==> config.mk <==
export PLATFORM = sky130hd
export DESIGN_NAME = rmsm_front
export DESIGN_NICKNAME = d
export VERILOG_FILES = /design/src/design/running_mean_stddev_mad_unit_macros.svh /design/src/design/rmsm_pkg.sv /design/src/design/rmsm_front.sv
export SDC_FILE = /design/constraint.sdc
export NUM_CORES = 1
export LEC_CHECK = 0
export BUFFER_PORTS_ARGS = -buffer_cell sky130_fd_sc_hd__buf_2
export CAP_MARGIN = 40
export CORE_ASPECT_RATIO = 0.9
export CORE_UTILIZATION = 38
export DETAILED_ROUTE_END_ITERATION = 12
export GPL_TIMING_DRIVEN = 1
export HOLD_SLACK_MARGIN = 0.02
export PLACE_DENSITY = 0.6
export REMOVE_ABC_BUFFERS = 1
export SLEW_MARGIN = 5
export SYNTH_ARGS = -nofsm -noshare
export SYNTH_HDL_FRONTEND = slang
export SYNTH_SLANG_ARGS = --single-unit
==> constraint.sdc <==
create_clock -name clock -period 15.7 [get_ports clock]
set_input_delay 3.14 -clock clock [delete_from_list [all_inputs] [get_ports clock]]
set_output_delay 3.14 -clock clock [all_outputs]
set_load 0.1 [all_outputs]
==> src/design/running_mean_stddev_mad_unit_macros.svh <==
// Assertion macros for the running mean / deviation unit.
// Included by the modules that carry concurrent checks; needs no other file.
`ifndef RUNNING_MEAN_STDDEV_MAD_UNIT_MACROS_SVH
`define RUNNING_MEAN_STDDEV_MAD_UNIT_MACROS_SVH
`ifndef SYNTH
// same-cycle implication
`define RMSM_ASSERT_IMP(lbl, clk, rst, ante, cons) \
   lbl: assert property (@(posedge clk) disable iff (rst) (ante) |-> (cons)) \
      else $error("rmsm check failed");
// next-cycle implication
`define RMSM_ASSERT_NXT(lbl, clk, rst, ante, cons) \
   lbl: assert property (@(posedge clk) disable iff (rst) (ante) |=> (cons)) \
      else $error("rmsm check failed");
`else
`define RMSM_ASSERT_IMP(lbl, clk, rst, ante, cons)
`define RMSM_ASSERT_NXT(lbl, clk, rst, ante, cons)
`endif
`endif

==> src/design/rmsm_pkg.sv <==
// Shared widths, sizes and the job record for the running statistics unit.
// No dependencies.
`timescale 1ns / 1ps
package rmsm_pkg;
   localparam int MAX_SAMPLES = 64;
   localparam int SAMPLE_W    = 16;
   localparam int CNT_W       = $clog2(MAX_SAMPLES + 1);
   localparam int ADDR_W      = $clog2(MAX_SAMPLES);
   localparam int SUM_W       = SAMPLE_W + CNT_W;
   localparam int SQ_W        = 2 * SAMPLE_W - 1 + CNT_W;
   localparam int PA_W        = CNT_W + SQ_W;
   localparam int D_W         = 2 * SUM_W;
   localparam int FRAC_W      = 8;
   localparam int VAR_SHIFT   = 2 * FRAC_W;
   localparam int DIV_W       = D_W + VAR_SHIFT;
   localparam int DIVC_W      = $clog2(DIV_W + 1);
   localparam int DEN_W       = 2 * CNT_W;
   localparam int P_W         = CNT_W + 1 + SAMPLE_W;
   localparam int DEV_W       = P_W + 1;
   localparam int AB_W        = DEV_W + CNT_W;
   localparam int MEAN_NB     = SUM_W + FRAC_W;
   localparam int MAD_NB      = AB_W + FRAC_W;
   localparam int SQ_STEPS    = (DIV_W + 1) / 2;
   localparam int SQRT_W      = 2 * SQ_STEPS;
   localparam int OUT_W       = 24;
   localparam int COUNT_OUT_W = 7;
   localparam int QDEPTH      = 2;
   localparam int QPTR_W      = $clog2(QDEPTH);
   localparam int QCNT_W      = $clog2(QDEPTH + 1);

   typedef struct packed {
      logic [CNT_W-1:0]        count;
      logic signed [SUM_W-1:0] sum;
      logic [SQ_W-1:0]         sumsq;
      logic                    ovf;
   } job_type;

   typedef struct packed {
      logic busy;
      logic q_empty;
   } back_status_type;
endpackage

==> src/design/rmsm_front.sv <==
// Front part: accepts samples, keeps count/sum/sum of squares, stores samples.
// Depends on rmsm_pkg.
`timescale 1ns / 1ps
module rmsm_front (
   input  logic                            clock,
   input  logic                            reset,
   input  logic                            req_valid,
   output logic                            req_ready,
   input  logic signed [rmsm_pkg::SAMPLE_W-1:0] req_sample,
   input  logic                            req_start_req,
   input  rmsm_pkg::back_status_type       status,
   input  logic                            q_full,
   output logic                            q_push,
   output rmsm_pkg::job_type               q_job,
   output logic                            ram_we,
   output logic [rmsm_pkg::ADDR_W-1:0]     ram_waddr,
   output logic [rmsm_pkg::SAMPLE_W-1:0]   ram_wdata
);
   logic [rmsm_pkg::CNT_W-1:0]        count_ff, count_in, base_cnt;
   logic signed [rmsm_pkg::SUM_W-1:0] sum_ff, sum_in, base_sum;
   logic [rmsm_pkg::SQ_W-1:0]         sumsq_ff, sumsq_in, base_sq;
   logic signed [2*rmsm_pkg::SAMPLE_W-1:0] sq;
   logic full;
   logic accept;

   // a restart rewrites low store entries, so wait until nothing older reads them
   assign req_ready = !q_full && !(req_start_req && (status.busy || !status.q_empty));
   assign accept    = req_valid && req_ready;

   always_comb begin
      base_cnt = req_start_req ? '0 : count_ff;
      base_sum = req_start_req ? '0 : sum_ff;
      base_sq  = req_start_req ? '0 : sumsq_ff;
      full     = (base_cnt >= rmsm_pkg::CNT_W'(rmsm_pkg::MAX_SAMPLES));
      sq       = req_sample * req_sample;
      if (full) begin
         count_in = base_cnt;
         sum_in   = base_sum;
         sumsq_in = base_sq;
      end else begin
         count_in = base_cnt + rmsm_pkg::CNT_W'(1);
         sum_in   = base_sum + rmsm_pkg::SUM_W'(req_sample);
         sumsq_in = base_sq + rmsm_pkg::SQ_W'(unsigned'(sq));
      end
   end

   always_ff @(posedge clock) begin
      if (reset) begin
         count_ff <= '0;
         sum_ff   <= '0;
         sumsq_ff <= '0;
      end else if (accept) begin
         count_ff <= count_in;
         sum_ff   <= sum_in;
         sumsq_ff <= sumsq_in;
      end
   end

   assign q_push      = accept;
   assign q_job.count = count_in;
   assign q_job.sum   = sum_in;
   assign q_job.sumsq = sumsq_in;
   assign q_job.ovf   = full;
   assign ram_we      = accept && !full;
   assign ram_waddr   = base_cnt[rmsm_pkg::ADDR_W-1:0];
   assign ram_wdata   = req_sample;
endmodule

Word level (Yosys, flattened, before mapping). Index checks and enable logic that the tools add are counted.

Memories kept: 0. Bits in read-only memories: 0. Word-level logic and storage cells: 23. Input port bits: 23. Latch bits: 0. Register bits after elaboration: 68. Bits in writable memories: 0. Output and inout bits: 94.

$add $sub $neg: 3. Div/mod/pow operators: 0. Mux-type cells: 6. Equal/unequal tests: 0. Multipliers: 1. Shift-type cells: 0. Magnitude comparators: 1. Reductions and logical operators: 9. Bitwise logic cells: 0.

Operators with widths (number): $mux 38 (2); $mux 23 (2); $add 38x32->38 (1); $mul 16x16->32 (1); $add 23x16->23 (1); $mux 7 (2); $add 7x1->7 const B (1); $ge 7x7->1 const B (1); $logic_and 1x1->1 (4); $logic_not 1->1 (4); $logic_or 1x1->1 (1).

Depth between registers and ports, before layout.
Depth after elaboration: 7. Depth in mapped cells: 36. Mapped depth without buffers: 34.

Worst setup path after synthesis. Ideal clock, no wire load.

Path type: input-to-output. From: in req_sample[5] (netlist bit). To: out q_job[31] (netlist bit). Setup slack: 0.704 ns. Path buffers: 2. Data required time: 12.560 ns. Arrival: 11.856 ns. Stages: 30. Cell sequence: clkbuf_1 -> clkbuf_1 -> nand2_1 -> fa_1 -> inv_1 -> fa_1 -> inv_1 -> fa_1 -> inv_1 -> fa_1 -> fa_1 -> inv_1 -> fa_1 -> inv_1 -> ha_1 -> a21oi_1 -> o22ai_1 -> a211o_1 -> o21ai_0 -> nand2b_1 -> a21o_1 -> a21oi_1 -> xnor2_1 -> ha_1 -> a21oi_1 -> nand3_1 -> a211oi_1 -> o31ai_1 -> xnor2_1 -> o21ai_0.

RTL lines: from (decl) (line rmsm_front.sv:9) `input logic signed [rmsm_pkg::SAMPLE_W-1:0] req_sample,`; to (decl) (line rmsm_front.sv:14) `output rmsm_pkg::job_type q_job,`.

==> flow_metrics.py <==
metrics = {
    "outcome": {
        "status": "finished clean",
    },
    "synthesis": {
        "synth-edff-count": 0,
        "syn_avg_cell_area_um2": 7.96,
        "synth_cells": 1930,
        "synth_cell_types": 66,
        "ys_async_sr_fraction_pct": 0,
        "syn_area_um2": 15400,
        "synth-seq-cells": 68,
        "synth-main-ff-cell": "dfxtp_1",
        "yosysSeqAreaShare_pct": 8.86,
        "yosys_warnings": 0,
    },
    "worst_hold_path": {
        "min_to": "sum_ff[0]",
        "worstHoldStart": "sum_ff[0]",
        "whs_path_depth": 2,
        "min_path_type": "reg2reg",
    },
    "global_routing": {
        "first_global_vias": 13400,
        "grt_pass1_wl_mm": 69.0,
        "grt_overflow": 0,
        "grt_usage_pct": 21.0,
        "antenna_found_initial": 0,
        "grt_max_degree": 69,
    },
    "route": {
        "antenna_left": 0,
        "wl_met1_mm": 18.8,
        "wire_per_inst_um": 16.2,
        "wl_met2_mm": 19.3,
        "first_iter_violations": 636,
        "avgViaCountPerCell": 5.10,
        "firstDrtPassIters": 5,
        "wl_mm": 41.0,
        "route.vias.total": 12900,
        "drc": 0,
        "met3WireLength_mm": 2.01,
        "routed.top_layer": "met4",
    },
    "finish": {
        "drive_gt1_share_pct": 8.65,
        "nets": 2395,
        "filler_cell_count": 4050,
        "area_growth_pct": 8.92,
        "instances_no_fill": 2533,
        "fin_area_um2": 16700,
    },
    "timing": {
        "rsz0062_at_grt": "false",
        "min_period_ps": 15190,
        "fin_crit_sh_pct": 96.8,
        "fmax_ghz": 0.0658,
        "final_max_slew_viol_count": 0,
        "setup_viol": 0,
        "hold_viol_final": 0,
        "final.setup_skew_ps": 14.9,
        "tns_ps": 0,
        "max-slew-margin-rel_pct": 42.7,
        "tightestPinTransition_ps": 860,
    },
    "setup_path": {
        "cp_data_arrival_time_ps": 12050,
        "r2r_start": "sumsq_ff[11]",
        "cp-start-kind": "primary input",
        "path_class": "in2out",
        "end_kind": "primary output",
        "rrSetupSlack_ps": 12300,
        "r2r_cells": 11,
        "required_ps": 12560,
        "worst-path-max-fanout": 16,
        "r2r_end": "sumsq_ff[30]",
    },
    "floorplanning": {
        "die_area_um2": 41200,
        "start_util_pct": 38.8,
        "fp-row-count": 69,
        "die_h_um": 193,
        "design.core.area_um2": 39600,
        "io_pins": 117,
        "die_x_um": 214,
    },
    "cts": {
        "cts.sink_count": 68,
        "cts.htree.levels": 3,
        "cts_buffers": 9,
        "cts_buffer_depth": 2,
        "clk_latency_ps": 340,
        "path_clk_slew_ps": 60,
        "cts_tree": "built",
        "cts_root_buf": "clkbuf_16",
    },
    "placement": {
        "placed_cell_area_um2": 16400,
        "port_buffers": 116,
        "hpwl_mm": 32.6,
        "routabilityCongestion": 0.882,
        "dp.cells": 2512,
    },
    "run": {
        "maxCapViolCount": 0,
    },
}
worst max-delay path, cell delays in order:
cell     delay [ps]
buf_2           390
inv_1           280
nor2_1          260
fa_1            560
inv_1           200
fa_1            520
inv_1           280
fa_1            500
fa_1            570
fa_1            430
fa_1            450
ha_1            360
and4_1          220
and3_1          230
and2_0          160
o21ai_0         460
o211a_1         300
nor2b_1         170
xnor2_1          90
ha_1            380
and2_0          210
a221o_1         350
a311o_1         380
a211o_2         380
nand4_1         160
xor2_1           90
nor2_1           80
buf_2           430
cells by family (layout without fill, tap and decap cells):
kind of cell	after synthesis	count (layout)	share of synthesized area (%)
xor gates and xnor gates	93	93	5.30
buffers and inverters	430	500	10.9
AOI/OAI and AO/OA	302	302	12.4
other	0	1	0
adders and majority gates	377	377	42.4
muxes	8	8	0.546
and+or+nand+nor	652	652	19.6
DFF	68	68	8.86
what timing repair did:
action	CTS	global route
endpoints found under the setup margin	0	8
resized for setup	0	1
setup buffers	0	4
hold buffers	0	0
cells in the mapped netlist, types with 3 or more instances:
library cell / count / share of area [%]
a31oi_1: 15 / 0.61
or3_1: 9 / 0.37
buf_1: 8 / 0.20
fa_1: 239 / 31
o21ai_0: 35 / 1.1
a21o_1: 29 / 1.4
xor2_1: 28 / 1.6
nand2_1: 321 / 7.8
nand3_1: 33 / 1.1
xnor2_1: 65 / 3.7
and4_1: 3 / 0.17
nand2b_1: 14 / 0.57
a21oi_1: 127 / 4.1
nor2b_1: 76 / 3.1
o21a_1: 12 / 0.59
a311o_1: 3 / 0.20
nand4_1: 8 / 0.33
nand3b_1: 5 / 0.24
clkbuf_1: 56 / 1.4
o211a_1: 3 / 0.20
nor3_1: 20 / 0.65
o31ai_1: 7 / 0.34
a21boi_0: 3 / 0.15
and2_1: 41 / 1.7
a31o_2: 3 / 0.17
a211o_1: 4 / 0.23
mux2i_1: 5 / 0.33
mux2_2: 3 / 0.22
dfxtp_1: 68 / 8.9
o2111ai_1: 3 / 0.17
ha_1: 138 / 11
o21bai_1: 10 / 0.49
nor2_1: 98 / 2.4
o21ai_1: 11 / 0.36
o211ai_1: 3 / 0.15
nor4_1: 3 / 0.12
and3_1: 10 / 0.41
o31a_1: 5 / 0.29
buf_4: 17 / 0.83
a211oi_1: 13 / 0.64
inv_1: 346 / 8.5
flip-flops by register name, summed over array words and instances (netlist names):
signal	flops
sumsq_ff	38
count_ff	7
sum_ff	23
layout by cell type, fill, tap and decap left out, types with 20 or more instances in the layout:
cell and count:
nor2_1 98, xnor2_1 65, buf_2 116, a21o_1 29
fa_1 239, a21oi_1 127, nor3_1 20, o21ai_0 35
ha_1 138, nand3_1 33, inv_1 344, dfxtp_1 68
xor2_1 28, nor2b_1 76, nand2_1 320, and2_1 41
buf_4 20
area by class of cell:
cell class	instances	area, µm²	share of cell area (%)
timing repair buffer	136	731	4.37
antenna	1	2.50	0.0150
tap	532	666	3.98
clock inverter	5	82.6	0.493
sequential	68	1360	8.14
inverter	348	1310	7.83
multi-input combinational	1432	12300	73.7
clock buffer	11	253	1.51
per-stage QoR:
| step | worst slack (ps) | utilization [%] | hold slack (ps) |
|---|---|---|---|
| global route | 11.8 | 42.2 | 491 |
| floorplan | 1000 | - | 436 |
| finish | 507 | 42.2 | 464 |
| detailed placement | 288 | 41.3 | 458 |
| global placement | 303 | 41.3 | 452 |
| CTS | 237 | 42.1 | 466 |
worst max-delay path by stage:
stage / from / end / slack, ps / depth (start not counted)
finish: req_sample[3] / q_job[36] / 510 / 28
global route: req_sample[3] / q_job[37] / 10 / 28
CTS: req_sample[15] / q_job[36] / 240 / 28
detailed placement: req_sample[15] / q_job[36] / 290 / 28
global placement: req_sample[15] / q_job[35] / 300 / 28
floorplan: req_sample[5] / q_job[31] / 1000 / 29
routing by layer:
layer	up-vias	GRT usage (%)
li1	6207	-
met1	6365	27.9
met2	301	36.2
met3	42	2.84
met4	0	4.45
met5	-	0
Power is not shown: default switching activity piles up to over one toggle a cycle in this logic, so the estimate is an artifact.
