--- src/design/running_mean_stddev_mad_unit_macros.svh ---
// Assertion macros for the running mean / deviation unit.
// Included by the modules that carry concurrent checks; needs no other file.
`ifndef RUNNING_MEAN_STDDEV_MAD_UNIT_MACROS_SVH
`define RUNNING_MEAN_STDDEV_MAD_UNIT_MACROS_SVH
`ifndef SYNTH
// same-cycle implication
`define RMSM_ASSERT_IMP(lbl, clk, rst, ante, cons) \
   lbl: assert property (@(posedge clk) disable iff (rst) (ante) |-> (cons)) \
      else $error("rmsm check failed");
// next-cycle implication
`define RMSM_ASSERT_NXT(lbl, clk, rst, ante, cons) \
   lbl: assert property (@(posedge clk) disable iff (rst) (ante) |=> (cons)) \
      else $error("rmsm check failed");
`else
`define RMSM_ASSERT_IMP(lbl, clk, rst, ante, cons)
`define RMSM_ASSERT_NXT(lbl, clk, rst, ante, cons)
`endif
`endif

--- src/design/rmsm_pkg.sv ---
// Shared widths, sizes and the job record for the running statistics unit.
// No dependencies.
`timescale 1ns / 1ps
package rmsm_pkg;
   localparam int MAX_SAMPLES = 64;
   localparam int SAMPLE_W    = 16;
   localparam int CNT_W       = $clog2(MAX_SAMPLES + 1);
   localparam int ADDR_W      = $clog2(MAX_SAMPLES);
   localparam int SUM_W       = SAMPLE_W + CNT_W;
   localparam int SQ_W        = 2 * SAMPLE_W - 1 + CNT_W;
   localparam int PA_W        = CNT_W + SQ_W;
   localparam int D_W         = 2 * SUM_W;
   localparam int FRAC_W      = 8;
   localparam int VAR_SHIFT   = 2 * FRAC_W;
   localparam int DIV_W       = D_W + VAR_SHIFT;
   localparam int DIVC_W      = $clog2(DIV_W + 1);
   localparam int DEN_W       = 2 * CNT_W;
   localparam int P_W         = CNT_W + 1 + SAMPLE_W;
   localparam int DEV_W       = P_W + 1;
   localparam int AB_W        = DEV_W + CNT_W;
   localparam int MEAN_NB     = SUM_W + FRAC_W;
   localparam int MAD_NB      = AB_W + FRAC_W;
   localparam int SQ_STEPS    = (DIV_W + 1) / 2;
   localparam int SQRT_W      = 2 * SQ_STEPS;
   localparam int OUT_W       = 24;
   localparam int COUNT_OUT_W = 7;
   localparam int QDEPTH      = 2;
   localparam int QPTR_W      = $clog2(QDEPTH);
   localparam int QCNT_W      = $clog2(QDEPTH + 1);

   typedef struct packed {
      logic [CNT_W-1:0]        count;
      logic signed [SUM_W-1:0] sum;
      logic [SQ_W-1:0]         sumsq;
      logic                    ovf;
   } job_type;

   typedef struct packed {
      logic busy;
      logic q_empty;
   } back_status_type;
endpackage

--- src/design/rmsm_queue.sv ---
// Short job queue between the front and back parts.
// Depends on rmsm_pkg.
`timescale 1ns / 1ps
module rmsm_queue (
   input  logic              clock,
   input  logic              reset,
   input  logic              push,
   input  rmsm_pkg::job_type push_job,
   input  logic              pop,
   output rmsm_pkg::job_type head_job,
   output logic              full,
   output logic              empty
);
   rmsm_pkg::job_type mem_ff [rmsm_pkg::QDEPTH];
   logic [rmsm_pkg::QPTR_W-1:0] wr_ptr_ff, wr_ptr_in, rd_ptr_ff, rd_ptr_in;
   logic [rmsm_pkg::QCNT_W-1:0] cnt_ff, cnt_in;

   always_comb begin
      wr_ptr_in = push ? wr_ptr_ff + rmsm_pkg::QPTR_W'(1) : wr_ptr_ff;
      rd_ptr_in = pop ? rd_ptr_ff + rmsm_pkg::QPTR_W'(1) : rd_ptr_ff;
      cnt_in    = cnt_ff + rmsm_pkg::QCNT_W'(push) - rmsm_pkg::QCNT_W'(pop);
   end

   always_ff @(posedge clock) begin
      if (reset) begin
         wr_ptr_ff <= '0;
         rd_ptr_ff <= '0;
         cnt_ff    <= '0;
      end else begin
         wr_ptr_ff <= wr_ptr_in;
         rd_ptr_ff <= rd_ptr_in;
         cnt_ff    <= cnt_in;
      end
      if (push) begin
         mem_ff[wr_ptr_ff] <= push_job;
      end
   end

   assign head_job = mem_ff[rd_ptr_ff];
   assign full     = (cnt_ff == rmsm_pkg::QCNT_W'(rmsm_pkg::QDEPTH));
   assign empty    = (cnt_ff == '0);
endmodule

--- config.mk ---
export PLATFORM = sky130hd
export DESIGN_NAME = rmsm_queue
export DESIGN_NICKNAME = d
export VERILOG_FILES = /design/src/design/running_mean_stddev_mad_unit_macros.svh /design/src/design/rmsm_pkg.sv /design/src/design/rmsm_queue.sv
export SDC_FILE = /design/constraint.sdc
export NUM_CORES = 1
export LEC_CHECK = 0
export BUFFER_PORTS_ARGS = -buffer_cell sky130_fd_sc_hd__buf_2
export CAP_MARGIN = 25
export CORE_ASPECT_RATIO = 1.4
export CORE_MARGIN = 3
export CORE_UTILIZATION = 35
export CTS_BUF_LIST = sky130_fd_sc_hd__clkbuf_8
export DETAILED_ROUTE_END_ITERATION = 10
export SLEW_MARGIN = 20
export SYNTH_ARGS = -nofsm -noshare
export SYNTH_HDL_FRONTEND = slang
export SYNTH_SLANG_ARGS = --single-unit
--- constraint.sdc ---
create_clock -name clock -period 4.37 [get_ports clock]
set_clock_uncertainty 0.15 [all_clocks]
set_input_delay 0.437 -clock clock [delete_from_list [all_inputs] [get_ports clock]]
set_output_delay 0.437 -clock clock [all_outputs]
set_load 0.05 [all_outputs]
---- After elaboration in Yosys (flattened, before gate mapping) ----
Memory sizes are Yosys's and may differ from the RTL's. A register that Yosys moved wholly into a read port is not among the register bits.
Cells that the tools add are included.
storage, ports and cells
  memory bits (writable) .................. 138
  memories ................................ 1
  register bits after elaboration ......... 4
cells by class
  reduce and logical (&&, ||, !) cells .... 1
  equality and inequality tests ........... 1
  multiplexer cells ....................... 4
  add/subtract/negate cells ............... 4
memories
  memory  depth  bits a word  read ports  clocked after memory_dff  write ports  RTL line          RTL
  mem_ff  2      69           1           1                         1            rmsm_queue.sv:14  rmsm_pkg::job_type mem_ff [rmsm_pkg::QDEPTH];
operators by type and width
  cell                   count
  $mux W1                4
  $add A1 B1 Y1 const B  2
  $add A2 B1 Y2          1
  $eq A2 B2 Y1 const B   1
  $logic_not A2 Y1       1
  $sub A2 B1 Y2          1

---- Depth between registers and ports, before layout ----
Gate-level depths: netlist (run 1).
  depth after elaboration ................. 3
  gate-level depth with buffers ........... 6
  gate-level depth less buffers ........... 6

---- Worst setup path after synthesis (run 1) ----
No wires, ideal clock.
  path type ............................... input to register
  from .................................... input port push
  to ...................................... memory mem_ff[0][0] in the netlist's numbering (enable)
  setup time .............................. 505 ps
  path slack .............................. 250 ps
  stages .................................. 1
  buffers on the path ..................... 0
  arrival ................................. 3465 ps
  cells stage by stage .................... nor2b_1
on the way
  longest elaborated chain between the ends .. 2
ends and longest elaborated chain
  element                        RTL line          RTL
  from (decl)                    rmsm_queue.sv:7   input logic push,
  $mux W1                        rmsm_queue.sv:34  if (push) begin
  $mux W1 (implied by the code)  rmsm_queue.sv:35  mem_ff[wr_ptr_ff] <= push_job;
  to (decl)                      rmsm_queue.sv:14
No other way between the ends.

==> results of run 1 <==
==> worst min-delay path by stage <==
stage / startpoint / slack, ns / endpoint / depth (start not counted)
detailed placement: rd_ptr_ff / 0.35 / flip-flop / 2
floorplan: rd_ptr_ff / 0.33 / flip-flop / 2
finish: push_job[9] / 0.05 / mem_ff[0][9] / 1
CTS: push_job[29] / 0.005 / mem_ff[0][29] / 1
global route: push_job[4] / 0.006 / mem_ff[0][4] / 1
global placement: rd_ptr_ff / 0.34 / flip-flop / 2
==> flip-flops by register name (all words and copies together) (netlist names), named ones only <==
signal	cells
cnt_ff	2
mem_ff	138
rd_ptr_ff	1
wr_ptr_ff	1
==> per-layer routing <==
layer,vias up,wire length [um],track usage
met4,2,146,0.0549
met2,86,5300,0.215
met1,1302,3650,0.121
met5,-,13,0
li1,1238,-,-
met3,12,524,0.0369
==> metrics by stage <==
step / worst slack (ns) / area (um^2) / total power [mW] / hold WS [ns]
after floorplan: 0.250 / 5240 / 2.10 / 0.330
after global placement: 2.05 / 6160 / 2.23 / 0.345
after detailed placement: 2.04 / 6160 / 2.24 / 0.349
after CTS: 1.56 / 6590 / 3.36 / 0.00537
after global routing: 1.58 / 6610 / 3.45 / 0.00588
final: 1.73 / 6610 / 3.32 / 0.0462
==> final cells by class <==
| cell class | count | area [um^2] |
|---|---|---|
| Tap cell | 189 | 236 |
| Inverter | 2 | 7.51 |
| Sequential cell | 143 | 4250 |
| Clock buffer | 17 | 234 |
| Fill cell | 1316 | 7970 |
| Clock inverter | 14 | 194 |
| Timing Repair Buffer | 145 | 756 |
| Multi-Input combinational cell | 83 | 933 |
==> worst max-delay path, delay by kind of cell (launching register included) <==
family,cells,cell delay [ns]
DFF,1,0.72
buffers and inverters,2,0.50
muxes,1,0.38
==> power by group through the flow <==
stage	registers (mW)	clock network (mW)	logic [mW]
4_1_cts	1.65	1.15	0.561
3_3_place_gp	1.67	0	0.553
6_report	1.63	1.12	0.565
5_1_grt	1.64	1.21	0.596
2_1_floorplan	1.65	0	0.446
3_5_place_dp	1.68	0	0.559
==> cell usage in the layout, fill, tap and decap left out <==
cell type	synthesis	final
and2_4	0	1
buf_12	0	2
buf_2	5	143
bufinv_16	0	4
clkbuf_8	0	17
clkinv_2	0	2
clkinv_4	0	5
clkinvlp_4	0	1
dfxtp_1	5	4
dfxtp_4	0	1
edfxtp_1	138	138
ha_1	2	2
inv_1	2	3
inv_6	0	1
mux2_2	59	59
mux2_4	10	10
nor2_1	5	5
nor2b_1	3	2
nor2b_4	0	1
xnor2_1	2	2
xnor3_1	1	1
==> cells by family (layout without fill, tap and decap cells) <==
kind of cell  count (synthesis)  count (layout)
flops                       143             143
mux                          69              69
buf+inv                      10             178
simple gates                  9               9
xor+xnor                      3               3
fa+ha+maj                     2               2
==> run metrics, run 1 <==
setup violators final=0; Post-CTS Setup Inserts=0; WP data arrival=2.05 ns; Final Hold Viols=0; synthesized instance count=236; clk_lat worst skew=0.42 ns; top-count cell post-synth=edfxtp_1; vias in the first global route=2893; slowest cell on the critical path=dfxtp_4; cells on worst reg2reg path=2; number of iterations in the first detailed-routing pass=4; Psw=around 930 uW; synth warn=0; synthesized net count=311; Synth area leaders=edfxtp_1 (79%), mux2_2 (13%), mux2_4 (2.9%), dfxtp_1 (1.9%), buf_2 (0.48%); wire per inst=between 15 and 20 um; post-synthesis compound-gate area fraction=0; synth cell count leaders=edfxtp_1 (138), mux2_2 (59), mux2_4 (10); slowest stage delay, CP=0.72 ns; cell internal pwr=approximately 2.4 mW; Post-Route WL=roughly 9.6 mm; mapped cell area=5240 um^2; Core Util, Final=0.453; register clock-pin slew on the reported worst setup and hold paths=approximately 0.08 ns; Final Cycle Share=0.605; Slew headroom=0.365; Vias=2640; Seq cells post-synth=143; RSZ-0062 raised after global routing=no; Initial Util=0.359; largest area contributor in the netlist=edfxtp_1; Fin Setup TNS=0 ns; CP Cell Sequence=buf_12, mux2_2, buf_2; gpl congestion=between 0.6 and 0.7; unique cell type count in the Yosys netlist=14; antenna violations before repair=1; synthesis-to-layout area growth=26.2%; area share of and/or/nand/nor cells after synthesis=0.00836; Worst VDD drop=0.288 mV; CTS tree=done; NumNets Final=467; CP Capture Type=primary output; Hold-fix buffers, CTS=0; post-DP HPWL=6.10 mm; Worst Setup EP=head_job[20]; CTS Buffer Depth=2; kind of critical path=flip-flop to primary output; IO Port Bufs=143; Inst Count DP=561; status=finished, final reports clean; Synth async-reset ratio=0; combinational power share=0.170; number of core rows=52; R2R Setup Slk=2.42 ns; root buf cell=clkbuf_8; Slew @ Worst Pin=between 0.9 and 1 ns; Core ar.=about 15000 um^2; post-DR vias/cell=4.45; max frequency=379 MHz; Worst EP required=3.78 ns; largest net degree at the start of global routing=70; sequential cell area fraction in the yosys report=0.810; final std cells w/o fill=593; global-route wire length before repair=~14 mm; share of cells above drive strength 1=0.611; global route overflow=0; adder-cell share of the synthesized area=0.00478; Final ANT Viol Nets=0; Critical R2R Capture=mem_ff[0][37]; clock network power share=0.338; Die Wd=109 um; Chip Height=151 um; Die Area=16500 um^2; CTS sink count=around 140; Final Max Slew Viols=0; CP Launch Type=flip-flop; predominant post-synthesis flop cell=edfxtp_1; H-Tree Depth=4; total leakage power=2.50 nW; area share of the largest cell type after synthesis=0.791; Switching Fraction=0.280; DRC viols=0; register share of total power=0.492; pwr/cell area=between 500 and 600 nW/um^2; post-synthesis mux area share=0.156; Final min period=2.64 ns; Max Cap Viol=0; boundary pin count=144; Mean Syn Cell Area=22.2 um^2; Inserted Diodes=0; post-CTS sizing=0; worst min path class=primary input to flip-flop; Post-synth EDFFs=138; XOR/XNOR Fraction of Synth Area=0.00764; largest family of logic cells by synthesized area=multiplexers; Crit Path Max Fanout=39; CTS Buf Count=17; gr usage total=0.118; Crit Reg-Reg Startpoint=wr_ptr_ff; initial DRC count=63
Note: power is estimated with default switching activity, not from simulation.
==> run 2: changes to the inputs <==
--- a/config.mk
+++ b/config.mk
@@ -5,6 +5,7 @@
 export SDC_FILE = /design/constraint.sdc
 export NUM_CORES = 1
 export LEC_CHECK = 0
+export ABC_AREA = 1
 export BUFFER_PORTS_ARGS = -buffer_cell sky130_fd_sc_hd__buf_2
 export CAP_MARGIN = 25
 export CORE_ASPECT_RATIO = 1.4
==> constraint.sdc (replaced) <==
create_clock -name clock -period 2.2 [get_ports clock]
set_clock_uncertainty 0.15 [all_clocks]
set_input_delay 0.22 -clock clock [delete_from_list [all_inputs] [get_ports clock]]
set_output_delay 0.22 -clock clock [all_outputs]
set_load 0.05 [all_outputs]
==> run 2 against run 1 <==
  * Combinational power is 110% higher
  * Final area rose by 11%
  * Non-clock buffer count increased by 75
  * Wire length rose by 3.3%
  * Largest power group unchanged
  * Highest routed layer is now met4
==> run metrics, run 2 <==
worst path bufs/invs=2; Inst Count DP=between 500 and 600; Post-synth EDFFs=between 100 and 150; Initial Util=0.360; CTS Buffer Depth=2; area share of the largest cell type after synthesis=0.790; Final Max Slew Viols=0; H-Tree Depth=4; Vias=2979; slowest cell on the critical path=mux2_2; Slew @ Worst Pin=0.438 ns; CP Cell Sequence=buf_6, mux2_2, buf_2; top-count cell post-synth=edfxtp_1; mapped cell area=5250 um^2; antenna violations before repair=0; Worst VDD drop=0.477 mV; share of cells above drive strength 1=0.507; Max Cap Viol=0; synthesized instance count=247; worst min path class=primary input to flip-flop; post-DR vias/cell=4.38; status=finished, final reports clean; Core Util, Final=0.503; Crit Path Max Fanout=30; total leakage power=2.80 nW; most frequent cells in the layout=buf_2 (143), edfxtp_1 (138), dlygate4sd3_1 (72); number of flip-flops in the largest register=138; global-route wire length before repair=15.1 mm; Die Area=between 15000 and 20000 um^2; unique cell type count in the Yosys netlist=15; CP Launch Type=flip-flop; synthesized net count=around 320; IO Port Bufs=around 140; predominant post-synthesis flop cell=edfxtp_1; CTS sink count=about 140; CTS Buf Count=17; Synth area leaders=edfxtp_1 (79%), mux2_2 (13%), mux2_4 (2.9%), dfxtp_1 (1.9%), inv_1 (0.64%); kind of critical path=flip-flop to primary output; pwr/cell area=862 nW/um^2; register clock-pin slew on the reported worst setup and hold paths=around 0.080 ns; DRC viols=0; max frequency=486 MHz; NumNets Final=roughly 550; largest net degree at the start of global routing=70; post-DP HPWL=6.37 mm; # fillers=1265; synth warn=0; gpl congestion=0.655; global route overflow=0; RSZ-0062 raised after global routing=no; Hold Path Origin=push_job[17]; sequential cell area fraction in the yosys report=0.809; Slew headroom=0.708; final std cells w/o fill=680; slowest stage delay, CP=0.39 ns; vias in the first global route=3153; setup violators final=0; boundary pin count=144; CP top delay family=buffers and inverters; Crit Reg-Reg Startpoint=wr_ptr_ff; Post-CTS Setup Inserts=0; Seq cells post-synth=143; Post-Route WL=9.96 mm; Top reg by flops=mem_ff; Core ar.=14600 um^2; Chip Height=151 um; CTS tree=done; clk_lat worst skew=0.41 ns; Final ANT Viol Nets=0; Synth async-reset ratio=0; initial DRC count=59; Worst EP required=1.83 ns; number of core rows=between 50 and 60; Final Cycle Share=0.936; Final min period=~2.1 ns; commonest non-fill, non-tap cell in the layout=buf_2; Mean Syn Cell Area=21.3 um^2; Tot Pwr=6.32 mW; Largest regs=mem_ff x138, cnt_ff x2; synth cell count leaders=edfxtp_1 (138), mux2_2 (59), mux2_4 (10); CP Capture Type=primary output; Fin Setup TNS=0 ns; WP data arrival=1.69 ns; Die Wd=109 um; gr usage total=0.122; Inserted Diodes=0; wire per inst=between 10 and 15 um; root buf cell=clkbuf_8; largest area contributor in the netlist=edfxtp_1; Final Hold Viols=0; synthesis-to-layout area growth=39.7%; number of iterations in the first detailed-routing pass=4
==> run 2: cell types whose count changed in the layout (fill, tap and decap cells not counted), moves of 2 or more <==
| cell | previous run | this run |
|---|---|---|
| bufinv_16 | 4 | 2 |
| clkinv_1 | 0 | 2 |
| clkinvlp_4 | 1 | 5 |
| clkinv_4 | 5 | 2 |
| nor2b_1 | 2 | 0 |
| dlygate4sd3_1 | 0 | 72 |
| inv_1 | 3 | 9 |
| nor2_1 | 5 | 7 |
| nand2_1 | 0 | 4 |
==> run 2: layout make-up <==
type / count / area [um^2] / share of cell area
Timing Repair Buffer: 220 / 1520 / 0.207
Multi-Input combinational cell: 87 / 916 / 0.125
Tap cell: 189 / 236 / 0.0322
Inverter: 9 / 37.5 / 0.00512
Sequential cell: 143 / 4250 / 0.579
Clock buffer: 17 / 234 / 0.0319
Clock inverter: 15 / 146 / 0.0200
==> run 2: power by group <==
group / total (mW) / switching, mW / internal, mW
clock: 1.96 / 0.964 / 1.00
sequential: 3.18 / 0.0362 / 3.15
combinational: 1.17 / 0.772 / 0.399
total: 6.32 / 1.77 / 4.55
==> run 2: stage by stage <==
step | setup WS (ns) | hold slack, ns | area, um^2
after global placement | 0.489 | 0.258 | 6230
final | 0.141 | 0.374 | 7330
after global routing | 0.0602 | 0.337 | 7330
after CTS | 0.0832 | 0.328 | 7330
after detailed placement | 0.467 | 0.261 | 6230
after floorplan | 0.226 | 0.141 | 5260
==> run 2: logic make-up after synthesis <==
family / synth area share
flops: 0.809
mux: 0.155
buf+inv: 0.0184
simple gates: 0.0105
fa+ha+maj: 0.00477
compound gates: 0.000953
xor+xnor: 0.00167
==> run 2: routing by layer <==
layer / up-vias / global-route usage / share of wire
li1: 1417 / - / -
met1: 1478 / 0.125 / 0.37
met2: 77 / 0.225 / 0.57
met3: 7 / 0.0367 / 0.050
met4: 0 / 0.0543 / 0.014
met5: - / 0 / 0
==> run 2: worst register-to-register path: cells and delay by family, from the launching register on <==
family                 cells  cell delay, ns
AND/OR/NAND/NOR            1            0.11
buffers and inverters      2            0.48
flip-flops                 1            0.40
==> run 2: worst paths after layout <==
kind                        end  slack, ns  depth (start not counted)
setup reg to reg  mem_ff[1][45]       0.69                          3
hold / removal    mem_ff[0][17]       0.37                          2
setup / recovery   head_job[68]       0.14                          3
hold reg to reg       rd_ptr_ff       0.38                          2
==> run 2: what timing repair did <==
action,4_1_cts,5_1_grt
resized for setup,1,0
endpoints found under the hold margin,143,0
hold buffers,72,0
endpoints found under the setup margin,6,0
