$ cat config.mk
export PLATFORM = sky130hd
export DESIGN_NAME = rmsm_back
export DESIGN_NICKNAME = d
export VERILOG_FILES = /design/src/design/rmsm_pkg.sv /design/src/design/rmsm_back.sv
export VERILOG_INCLUDE_DIRS = /design/src /design/src/design
export SDC_FILE = /design/constraint.sdc
export NUM_CORES = 2
export LEC_CHECK = 0
export BUFFER_PORTS_ARGS = -buffer_cell sky130_fd_sc_hd__clkbuf_2
export CORE_MARGIN = 1
export CORE_UTILIZATION = 70
export CTS_BUF_LIST = sky130_fd_sc_hd__clkbuf_8 sky130_fd_sc_hd__clkbuf_16
export CTS_CLUSTER_SIZE = 40
export DETAILED_ROUTE_END_ITERATION = 7
export GPL_TIMING_DRIVEN = 0
export PLACE_DENSITY = 0.85
export SLEW_MARGIN = 20
export SYNTH_ARGS = -nofsm -noshare
export SYNTH_HDL_FRONTEND = slang
export SYNTH_SLANG_ARGS = --single-unit
export TNS_END_PERCENT = 30
$ cat constraint.sdc
create_clock -name clock -period 13.5 [get_ports clock]
set_input_delay 0 -clock clock [delete_from_list [all_inputs] [get_ports clock]]
set_output_delay 0 -clock clock [all_outputs]
set_load 0.01 [all_outputs]
$ cat src/design/running_mean_stddev_mad_unit_macros.svh
// Assertion macros for the running mean / deviation unit.
// Included by the modules that carry concurrent checks; needs no other file.
`ifndef RUNNING_MEAN_STDDEV_MAD_UNIT_MACROS_SVH
`define RUNNING_MEAN_STDDEV_MAD_UNIT_MACROS_SVH
`ifndef SYNTH
// same-cycle implication
`define RMSM_ASSERT_IMP(lbl, clk, rst, ante, cons) \
   lbl: assert property (@(posedge clk) disable iff (rst) (ante) |-> (cons)) \
      else $error("rmsm check failed");
// next-cycle implication
`define RMSM_ASSERT_NXT(lbl, clk, rst, ante, cons) \
   lbl: assert property (@(posedge clk) disable iff (rst) (ante) |=> (cons)) \
      else $error("rmsm check failed");
`else
`define RMSM_ASSERT_IMP(lbl, clk, rst, ante, cons)
`define RMSM_ASSERT_NXT(lbl, clk, rst, ante, cons)
`endif
`endif

$ cat src/design/rmsm_pkg.sv
// Shared widths, sizes and the job record for the running statistics unit.
// No dependencies.
`timescale 1ns / 1ps
package rmsm_pkg;
   localparam int MAX_SAMPLES = 64;
   localparam int SAMPLE_W    = 16;
   localparam int CNT_W       = $clog2(MAX_SAMPLES + 1);
   localparam int ADDR_W      = $clog2(MAX_SAMPLES);
   localparam int SUM_W       = SAMPLE_W + CNT_W;
   localparam int SQ_W        = 2 * SAMPLE_W - 1 + CNT_W;
   localparam int PA_W        = CNT_W + SQ_W;
   localparam int D_W         = 2 * SUM_W;
   localparam int FRAC_W      = 8;
   localparam int VAR_SHIFT   = 2 * FRAC_W;
   localparam int DIV_W       = D_W + VAR_SHIFT;
   localparam int DIVC_W      = $clog2(DIV_W + 1);
   localparam int DEN_W       = 2 * CNT_W;
   localparam int P_W         = CNT_W + 1 + SAMPLE_W;
   localparam int DEV_W       = P_W + 1;
   localparam int AB_W        = DEV_W + CNT_W;
   localparam int MEAN_NB     = SUM_W + FRAC_W;
   localparam int MAD_NB      = AB_W + FRAC_W;
   localparam int SQ_STEPS    = (DIV_W + 1) / 2;
   localparam int SQRT_W      = 2 * SQ_STEPS;
   localparam int OUT_W       = 24;
   localparam int COUNT_OUT_W = 7;
   localparam int QDEPTH      = 2;
   localparam int QPTR_W      = $clog2(QDEPTH);
   localparam int QCNT_W      = $clog2(QDEPTH + 1);

   typedef struct packed {
      logic [CNT_W-1:0]        count;
      logic signed [SUM_W-1:0] sum;
      logic [SQ_W-1:0]         sumsq;
      logic                    ovf;
   } job_type;

   typedef struct packed {
      logic busy;
      logic q_empty;
   } back_status_type;
endpackage

$ cat src/design/rmsm_back.sv
// Back part: mean, variance divide, integer root, deviation walk, result register.
// Depends on rmsm_pkg and the assertion macro header.
`timescale 1ns / 1ps
`include "running_mean_stddev_mad_unit_macros.svh"
module rmsm_back (
   input  logic                                clock,
   input  logic                                reset,
   input  logic                                q_valid,
   input  rmsm_pkg::job_type                   q_job,
   output logic                                q_pop,
   output logic                                ram_re,
   output logic [rmsm_pkg::ADDR_W-1:0]         ram_raddr,
   input  logic [rmsm_pkg::SAMPLE_W-1:0]       ram_rdata,
   output logic                                busy,
   output logic                                rsp_valid,
   input  logic                                rsp_ready,
   output logic [rmsm_pkg::COUNT_OUT_W-1:0]    rsp_count,
   output logic signed [rmsm_pkg::OUT_W-1:0]   rsp_mean,
   output logic [rmsm_pkg::OUT_W-1:0]          rsp_std_dev,
   output logic [rmsm_pkg::OUT_W-1:0]          rsp_mean_abs_dev,
   output logic                                rsp_overflow
);
   localparam logic [2:0] ST_IDLE = 3'd0;
   localparam logic [2:0] ST_MEAN = 3'd1;
   localparam logic [2:0] ST_VAR  = 3'd2;
   localparam logic [2:0] ST_SQRT = 3'd3;
   localparam logic [2:0] ST_MADW = 3'd4;
   localparam logic [2:0] ST_MAD  = 3'd5;
   localparam logic [2:0] ST_DONE = 3'd6;

   logic [2:0] state_ff, state_in;

   // job
   logic [rmsm_pkg::CNT_W-1:0]        n_ff;
   logic signed [rmsm_pkg::SUM_W-1:0] s_ff;
   logic [rmsm_pkg::SQ_W-1:0]         sq_ff;
   logic                              ovf_ff;

   // variance numerator pipeline
   logic [rmsm_pkg::PA_W-1:0]        pa_ff;
   logic signed [rmsm_pkg::D_W-1:0]  pb_ff;
   logic [rmsm_pkg::D_W-1:0]         d_ff;
   logic signed [rmsm_pkg::D_W:0]    d_diff;

   // shared restoring divider
   logic [rmsm_pkg::DIV_W-1:0]  div_dvd_ff, div_dvd_step, div_load_dvd;
   logic [rmsm_pkg::DEN_W-1:0]  div_rem_ff, div_rem_step, div_dvs_ff, div_load_dvs;
   logic [rmsm_pkg::DIVC_W-1:0] div_cnt_ff, div_load_nb;
   logic [rmsm_pkg::DEN_W:0]    div_rem_sh;
   logic                        div_ge, div_start;

   // integer square root
   logic [rmsm_pkg::SQRT_W-1:0] sq_v_ff, sq_root_ff, sq_bit_ff, sq_trial;
   logic                        sq_load, sq_ge;

   // deviation walk
   logic [rmsm_pkg::CNT_W-1:0]        widx_ff;
   logic                              v1_ff, v2_ff;
   logic signed [rmsm_pkg::P_W-1:0]   prod_ff;
   logic signed [rmsm_pkg::DEV_W-1:0] dev;
   logic [rmsm_pkg::DEV_W-1:0]        adev;
   logic [rmsm_pkg::AB_W-1:0]         absum_ff;
   logic                              walk_done;

   // results
   logic [rmsm_pkg::OUT_W-1:0]        mean_ff, sd_ff, mad_ff;
   logic [rmsm_pkg::MEAN_NB-1:0]      mq, mean_val;
   logic [rmsm_pkg::MAD_NB-1:0]       madq;
   logic [rmsm_pkg::OUT_W-1:0]        sd_sat, mad_sat;
   logic                              out_load;
   logic                              rsp_valid_ff;
   logic [rmsm_pkg::COUNT_OUT_W-1:0]  out_count_ff;
   logic [rmsm_pkg::OUT_W-1:0]        out_mean_ff, out_sd_ff, out_mad_ff;
   logic                              out_ovf_ff;

   assign q_pop = (state_ff == ST_IDLE) && q_valid;
   assign busy  = (state_ff != ST_IDLE);

   // divider step
   always_comb begin
      div_rem_sh   = {div_rem_ff, div_dvd_ff[rmsm_pkg::DIV_W-1]};
      div_ge       = (div_rem_sh >= {1'b0, div_dvs_ff});
      div_rem_step = div_ge ? rmsm_pkg::DEN_W'(div_rem_sh - {1'b0, div_dvs_ff})
                            : div_rem_sh[rmsm_pkg::DEN_W-1:0];
      div_dvd_step = {div_dvd_ff[rmsm_pkg::DIV_W-2:0], div_ge};
   end

   // root step
   always_comb begin
      sq_trial = sq_root_ff + sq_bit_ff;
      sq_ge    = (sq_v_ff >= sq_trial);
   end

   // walk arithmetic
   always_comb begin
      ram_re    = (widx_ff < n_ff);
      ram_raddr = widx_ff[rmsm_pkg::ADDR_W-1:0];
      dev       = {prod_ff[rmsm_pkg::P_W-1], prod_ff}
                  - {{(rmsm_pkg::DEV_W-rmsm_pkg::SUM_W){s_ff[rmsm_pkg::SUM_W-1]}}, s_ff};
      adev      = dev[rmsm_pkg::DEV_W-1] ? rmsm_pkg::DEV_W'(-dev) : rmsm_pkg::DEV_W'(dev);
      walk_done = (widx_ff == n_ff) && !v1_ff && !v2_ff;
   end

   // result shaping
   always_comb begin
      mq       = div_dvd_ff[rmsm_pkg::MEAN_NB-1:0];
      mean_val = s_ff[rmsm_pkg::SUM_W-1] ? -mq : mq;
      madq     = div_dvd_ff[rmsm_pkg::MAD_NB-1:0];
      sd_sat   = (|sq_root_ff[rmsm_pkg::SQRT_W-1:rmsm_pkg::OUT_W]) ? '1
                 : sq_root_ff[rmsm_pkg::OUT_W-1:0];
      mad_sat  = (|madq[rmsm_pkg::MAD_NB-1:rmsm_pkg::OUT_W]) ? '1
                 : madq[rmsm_pkg::OUT_W-1:0];
      d_diff   = $signed({2'b00, pa_ff}) - $signed({1'b0, pb_ff});
   end

   // sequencer
   always_comb begin
      state_in     = state_ff;
      div_start    = 1'b0;
      div_load_dvd = '0;
      div_load_dvs = '0;
      div_load_nb  = '0;
      sq_load      = 1'b0;
      out_load     = 1'b0;
      unique case (state_ff)
         ST_IDLE: begin
            if (q_valid) begin
               state_in = ST_MEAN;
            end
         end
         ST_MEAN: begin
            // mean divide gets started on entry (see registers)
            if (div_cnt_ff == '0) begin
               if (n_ff > rmsm_pkg::CNT_W'(1)) begin
                  div_start    = 1'b1;
                  div_load_dvd = {d_ff, {rmsm_pkg::VAR_SHIFT{1'b0}}};
                  div_load_dvs = rmsm_pkg::DEN_W'(n_ff)
                                 * rmsm_pkg::DEN_W'(n_ff - rmsm_pkg::CNT_W'(1));
                  div_load_nb  = rmsm_pkg::DIVC_W'(rmsm_pkg::DIV_W);
                  state_in     = ST_VAR;
               end else begin
                  state_in = ST_MADW;
               end
            end
         end
         ST_VAR: begin
            if (div_cnt_ff == '0) begin
               sq_load  = 1'b1;
               state_in = ST_SQRT;
            end
         end
         ST_SQRT: begin
            if (sq_bit_ff == '0) begin
               state_in = ST_MADW;
            end
         end
         ST_MADW: begin
            if (walk_done) begin
               div_start    = 1'b1;
               div_load_dvd = rmsm_pkg::DIV_W'({absum_ff, {rmsm_pkg::FRAC_W{1'b0}}})
                              << (rmsm_pkg::DIV_W - rmsm_pkg::MAD_NB);
               div_load_dvs = rmsm_pkg::DEN_W'(n_ff) * rmsm_pkg::DEN_W'(n_ff);
               div_load_nb  = rmsm_pkg::DIVC_W'(rmsm_pkg::MAD_NB);
               state_in     = ST_MAD;
            end
         end
         ST_MAD: begin
            if (div_cnt_ff == '0) begin
               state_in = ST_DONE;
            end
         end
         ST_DONE: begin
            if (!rsp_valid_ff || rsp_ready) begin
               out_load = 1'b1;
               state_in = ST_IDLE;
            end
         end
         default: begin
            state_in = ST_IDLE;
         end
      endcase
   end

   always_ff @(posedge clock) begin
      if (reset) begin
         state_ff     <= ST_IDLE;
         div_cnt_ff   <= '0;
         sq_bit_ff    <= '0;
         widx_ff      <= '0;
         n_ff         <= '0;
         v1_ff        <= 1'b0;
         v2_ff        <= 1'b0;
         rsp_valid_ff <= 1'b0;
      end else begin
         state_ff <= state_in;
         v1_ff    <= ram_re;
         v2_ff    <= v1_ff;
         if (q_pop) begin
            n_ff    <= q_job.count;
            widx_ff <= '0;
         end else if (ram_re) begin
            widx_ff <= widx_ff + rmsm_pkg::CNT_W'(1);
         end
         if (q_pop) begin
            div_cnt_ff <= rmsm_pkg::DIVC_W'(rmsm_pkg::MEAN_NB);
         end else if (div_start) begin
            div_cnt_ff <= div_load_nb;
         end else if (div_cnt_ff != '0) begin
            div_cnt_ff <= div_cnt_ff - rmsm_pkg::DIVC_W'(1);
         end
         if (sq_load) begin
            sq_bit_ff <= rmsm_pkg::SQRT_W'(1) << (rmsm_pkg::SQRT_W - 2);
         end else if (state_ff == ST_SQRT && sq_bit_ff != '0) begin
            sq_bit_ff <= sq_bit_ff >> 2;
         end
         if (out_load) begin
            rsp_valid_ff <= 1'b1;
         end else if (rsp_ready) begin
            rsp_valid_ff <= 1'b0;
         end
      end
   end

   // datapath registers
   always_ff @(posedge clock) begin
      pa_ff <= n_ff * sq_ff;
      pb_ff <= s_ff * s_ff;
      d_ff  <= d_diff[rmsm_pkg::D_W] ? '0 : d_diff[rmsm_pkg::D_W-1:0];
      if (q_pop) begin
         s_ff       <= q_job.sum;
         sq_ff      <= q_job.sumsq;
         ovf_ff     <= q_job.ovf;
         absum_ff   <= '0;
         sd_ff      <= '0;
         // the mean divide needs the new sum, so it loads from the queue head
         div_dvd_ff <= rmsm_pkg::DIV_W'({(q_job.sum[rmsm_pkg::SUM_W-1]
                          ? rmsm_pkg::SUM_W'(-q_job.sum) : rmsm_pkg::SUM_W'(q_job.sum)),
                          {rmsm_pkg::FRAC_W{1'b0}}}) << (rmsm_pkg::DIV_W - rmsm_pkg::MEAN_NB);
         div_rem_ff <= '0;
         div_dvs_ff <= rmsm_pkg::DEN_W'(q_job.count);
      end else begin
         if (v2_ff) begin
            absum_ff <= absum_ff + rmsm_pkg::AB_W'(adev);
         end
         if (div_start) begin
            div_dvd_ff <= div_load_dvd;
            div_rem_ff <= '0;
            div_dvs_ff <= div_load_dvs;
         end else if (div_cnt_ff != '0) begin
            div_dvd_ff <= div_dvd_step;
            div_rem_ff <= div_rem_step;
         end
         if (state_ff == ST_SQRT && sq_bit_ff == '0) begin
            sd_ff <= sd_sat;
         end
      end
      if (v1_ff) begin
         prod_ff <= $signed({1'b0, n_ff}) * $signed(ram_rdata);
      end
      if (state_ff == ST_MEAN && div_cnt_ff == '0) begin
         mean_ff <= mean_val[rmsm_pkg::OUT_W-1:0];
      end
      if (state_ff == ST_MAD && div_cnt_ff == '0) begin
         mad_ff <= mad_sat;
      end
      if (sq_load) begin
         sq_v_ff    <= rmsm_pkg::SQRT_W'(div_dvd_ff);
         sq_root_ff <= '0;
      end else if (state_ff == ST_SQRT && sq_bit_ff != '0) begin
         if (sq_ge) begin
            sq_v_ff    <= sq_v_ff - sq_trial;
            sq_root_ff <= (sq_root_ff >> 1) + sq_bit_ff;
         end else begin
            sq_root_ff <= sq_root_ff >> 1;
         end
      end
      if (out_load) begin
         out_count_ff <= rmsm_pkg::COUNT_OUT_W'(n_ff);
         out_mean_ff  <= mean_ff;
         out_sd_ff    <= sd_ff;
         out_mad_ff   <= mad_ff;
         out_ovf_ff   <= ovf_ff;
      end
   end

   assign rsp_valid        = rsp_valid_ff;
   assign rsp_count        = out_count_ff;
   assign rsp_mean         = out_mean_ff;
   assign rsp_std_dev      = out_sd_ff;
   assign rsp_mean_abs_dev = out_mad_ff;
   assign rsp_overflow     = out_ovf_ff;

   `RMSM_ASSERT_IMP(a_pop_only_idle, clock, reset, q_pop, state_ff == ST_IDLE)
   `RMSM_ASSERT_IMP(a_walk_in_set, clock, reset, ram_re, widx_ff < n_ff)
   `RMSM_ASSERT_NXT(a_root_exit, clock, reset, (state_ff == ST_SQRT) && (sq_bit_ff == '0),
                    state_ff == ST_MADW)
   `RMSM_ASSERT_NXT(a_done_loads, clock, reset, out_load, rsp_valid_ff)
endmodule
# Word-level counts from Yosys, hierarchy flattened
# Cells that the tools add are included.
[totals]
out_inout_bits = 90
input_bits = 89
ff_bits = 678
elab_cells = 149
[classes]
n_addsub = 13
n_mux = 50
eq_ne = 14
reduce_logical = 30
order_cmp = 4
n_mul = 5
[op_table]
columns = ["operator", "n"]
rows = [
  ["$mux 62", 10],
  ["$pmux 62 s2", 1],
  ["$mux 61", 2],
  ["$add 61x61->62", 1],
  ["$add 62x61->62", 1],
  ["$ge 62x62->1", 1],
  ["$logic_not 62->1", 1],
  ["$reduce_bool 62->1", 1],
  ["$sub 62x62->62", 1],
  ["$mux 14", 4],
  ["$mux 24", 2],
  ["$sub 45x46->47", 1],
  ["$mul 23x23->46", 1],
  ["$mul 7x38->45", 1],
  ["$reduce_or 38->1", 1],
  ["$add 32x25->32", 1],
  ["$mux 6", 5],
  ["$pmux 14 s2", 1],
  ["$mux 25", 1],
  ["$neg 25->25", 1],
  ["$sub 24x23->25", 1],
  ["$mul 8x16->24", 1],
  ["$mux 3", 8],
  ["$neg 24->24", 1],
  ["35 further kinds", 67],
]

# Logic depth before layout (Yosys ltp)
[logic_depth]
word_depth = 7
ltp_mapped = 31
ltp_nobuf = 29

# Worst setup path before layout
# Ideal clock, no wire load.
[synth_path]
kind = "register to register"
start = "register state_ff[1]"
end = "register out_count_ff (netlist bit rsp_count[0]), enable pin"
arrival_time_ns = 6.815
stages_incl_launch_ff = 5
setup_ns = 0.633
slack_ns = 6.052
synth_period_minus_slack_ns = 7.448
t_required_ns = 12.867
path_buffers = 2
path_cell_list = "dfxtp_1 clkbuf_1 clkbuf_1 nand2_1 nor3b_1"
[synth_between]
elab_chain_len = 2
[synth_lines]
columns = ["item", "line", "text"]
rows = [
  ["start: declaration", "rmsm_back.sv:31", "logic [2:0] state_ff, state_in;"],
  ["start signal: assignment", "rmsm_back.sv:195", "state_ff <= state_in;"],
  ["$eq 3x3->1", "rmsm_back.sv:125", "unique case (state_ff)"],
  ["$mux 1", "rmsm_back.sv:125", ""],
  ["named net out_load", "rmsm_back.sv:70", "logic out_load;"],
  ["end signal: assignment", "rmsm_back.sv:278", "out_count_ff <= rmsm_pkg::COUNT_OUT_W'(n_ff);"],
  ["end: declaration", "rmsm_back.sv:72", "logic [rmsm_pkg::COUNT_OUT_W-1:0] out_count_ff;"],
]
# The timed path passes the listed nets, and every way through them passes these cells.
# A chain may end at the register's enable or synchronous reset.

# Worst setup path in the final report
[layout_path]
start = "register s_ff[9] (netlist bit)"
end = "register pb_ff[45] (netlist bit)"
[layout_between]
elab_chain_len = 1
[layout_lines]
columns = ["item", "line", "text"]
rows = [
  ["start: declaration", "rmsm_back.sv:35", "logic signed [rmsm_pkg::SUM_W-1:0] s_ff;"],
  ["start signal: assignment", "rmsm_back.sv:230", "s_ff <= q_job.sum;"],
  ["$mul 23x23->46", "rmsm_back.sv:227", "pb_ff <= s_ff * s_ff;"],
  ["end signal: assignment", "rmsm_back.sv:227", ""],
  ["end: declaration", "rmsm_back.sv:41", "logic signed [rmsm_pkg::D_W-1:0] pb_ff;"],
]
# No other way between the ends.

==> summary.txt <==
outcome -> finished clean
Die ar. -> 0.1000 mm^2
unrepaired setup endpoints after global routing -> false
H-Tree Level Count -> 3
Final period util -> 74.49%
arrival time worst endpoint -> 10.61 ns
clock root cell -> clkbuf_16
flop-to-flop setup slack -> 3.44 ns
Yosys cell types -> 91
drt initial violations -> 5597
DR pass1 iterations -> 7
fmax -> 99.44 MHz
CP dominant cell by count -> fa_1
Setup Viol. Count Final -> 0
Max Used Layer -> met5
metal3 WL -> 20950 um
Gate Count Post-Synth -> 7556
min-delay worst type -> in -> reg
Top Family by Delay on Critical Path -> adder cells
vias per cell -> 6.258
via count -> 57850
ys async rst share -> 0%
fillers -> 6755
CTS hold repair buffers -> 73
Reg2Reg Capture Point -> pb_ff[45]
DRC -> 0
Yosys reg bits -> 677
commonest cells after routing, fill and taps aside -> 1121 x inv_1, 836 x fa_1, 814 x nand2_1
reg2reg path depth -> 23
share of layout cells above drive strength 1 -> 5.851%
input/output buffers -> 178
end of the critical path -> pb_ff[45]
Post-synth top flop -> dfxtp_1
initial antenna violation count -> 8
CP max FO -> 9
Crit Path Class -> reg -> reg
DR WL/cell -> 23.03 um
relative slew slack -> 18.50%
Setup Fix Bufs, Post-CTS -> 0
largest net degree at the start of global routing -> 44
startpoint types -> flip-flop
Max clock buf depth -> 3
synthesized cell area -> 0.06912 mm^2
endpoint class of the critical path -> flip-flop
minimum clock period -> 10.06 ns
Rows -> 114
Starting Density -> 71.06%
CP max-delay cell -> clkinv_1
Synth top area share -> 24.21%
Cell Chain, Critical Path -> clkbuf_1, clkinv_1, nor2_1, fa_1, ha_1, a21oi_1, fa_1, fa_1, inv_1, fa_1, fa_1, fa_1, ha_1, nand3_1, or3_1, a2111o_1, a311oi_1, o2111ai_1, a31oi_1, a41oi_1, o31ai_1, a21oi_1, xnor2_1
die width -> 316.2 um
worst hold slack -> 0.03044 ns
ranking of synthesized cells by area -> fa_1 24%, edfxtp_1 13%, dfxtp_1 11%, ha_1 9.9%, inv_1 6.0%
max incr delay on CP -> 0.91 ns
final count of pins violating max slew -> 0
TritonCTS clock tree -> yes
Max Cap Viol -> 0
Post-synth EDFFs -> 306
TritonCTS Buffers -> 77
Syn Area/Cell -> 9.148 um^2
Clk Latency, worst-skew pair -> 0.69 ns
final non-filler cell area -> 0.07526 mm^2
worst path buffer plus inverter count -> 3
vias in the first global route -> 58870
die height -> 316.2 um
Synth area leader -> fa_1
GRT Util Overall -> 43.07%
Setup TNS -> 0 ns
commonest non-fill, non-tap cell in the layout -> inv_1
Mapped Nets -> 9029
Tightest Pin Transition -> 1.222 ns
DRT met1 WL -> 76030 um
Post-CTS Resized -> 0
CTS sink count -> 677
Post-DRT Antenna Nets -> 0
Seq/Total Area, Yosys -> 24.04%
Clock Pin Slew Worst Setup and Hold Paths -> 0.06 ns
first-pass GRT wire length -> 327700 um
met2 WL -> 97850 um
worst path required time -> 14.05 ns
synth-to-layout area growth -> 8.875%
Fin. Hold Viols -> 0
Worst Skew -> 0.03510 ns
core area -> 0.09728 mm^2
CP Launch Point -> s_ff[9]
DP HPWL -> 167600 um
Layout Nets -> 9375
R2R Path Start -> s_ff[9]
Placer Congestion -> 1.050
Yosys warnings -> 0
I/O pins -> 179
Overflow after GRT -> 0
Placed Area -> 0.07182 mm^2
DRT Wirelength -> 212900 um
Crit path depth -> 23
worst min-delay path by stage:
stage               cells after the start  slack, ns   endpoint  startpoint
finish                                  2       0.03   sq_ff[1]    q_job[2]
global route                            2       0.03  sq_ff[28]   q_job[29]
CTS                                     2     0.0006  sq_ff[28]   q_job[29]
detailed placement                      1       0.18  sq_ff[10]   q_job[11]
global placement                        1       0.18  sq_ff[12]   q_job[13]
floorplan                               0        0.1     ovf_ff    q_job[0]
cell type report:
class	count	area (um^2)	share of cell area, %
Sequential cell	677	16620	22.08
Clock buffer	94	2206	2.931
Tap cell	1276	1597	2.121
Inverter	1121	4208	5.591
Clock inverter	48	478.0	0.6351
Timing Repair Buffer	267	1794	2.384
Buffer	306	1224	1.626
Antenna cell	4	10.01	0.01330
Multi-Input combinational cell	5452	47120	62.62
worst reg2reg max path, stage by stage (launching register included):
cell,delay [ns]
edfxtp_1,0.32
clkbuf_1,0.75
clkinv_1,0.91
nor2_1,0.52
fa_1,0.51
ha_1,0.31
a21oi_1,0.23
fa_1,0.48
fa_1,0.51
inv_1,0.05
fa_1,0.55
fa_1,0.43
fa_1,0.44
ha_1,0.41
nand3_1,0.23
or3_1,0.49
a2111o_1,0.47
a311oi_1,0.80
o2111ai_1,0.22
a31oi_1,0.40
a41oi_1,0.23
o31ai_1,0.28
a21oi_1,0.13
xnor2_1,0.27
synthesized netlist by cell type (173+ instances only):
master	instances
a21oi_1	446
and2_1	173
clkbuf_1	260
dfxtp_1	371
edfxtp_1	306
fa_1	836
ha_1	548
inv_1	1108
nand2_1	815
nor2_1	546
o21ai_0	259
xnor2_1	279
xor2_1	177
cell families after synthesis:
kind of cell    count (synthesis)  synth area share, %
buf+inv                      1427                7.852
fa+ha+maj                    1384                34.13
xor+xnor                      456                5.778
flops                         677                24.04
compound gates               1444                13.50
simple gates                 2137                14.24
mux                            31               0.4562
registers in the layout, indices dropped and copies added (netlist names), 31 cells and up:
signal,flops
absum_ff,32
d_ff,46
div_dvd_ff,62
pa_ff,45
pb_ff,45
sq_bit_ff,31
sq_ff,38
sq_root_ff,62
sq_v_ff,62
per-stage QoR:
step           setup slack (ns)  utilization (%)  cells
5_1_grt                   3.392            77.36   9244
2_1_floorplan             6.052                -   7556
4_1_cts                   3.975            77.33   9240
3_5_place_dp              4.024            73.82   9025
6_report                  3.444            77.36   9245
3_3_place_gp              3.250            73.61   9010
routing by layer:
metal | up-vias | track usage, %
met5 | - | 0
met4 | 10 | 30.83
met3 | 956 | 10.05
met2 | 3265 | 69.05
met1 | 27950 | 51.22
li1 | 25670 | -
Power is not shown: default switching activity piles up to over one toggle a cycle in this logic, so the estimate is an artifact.
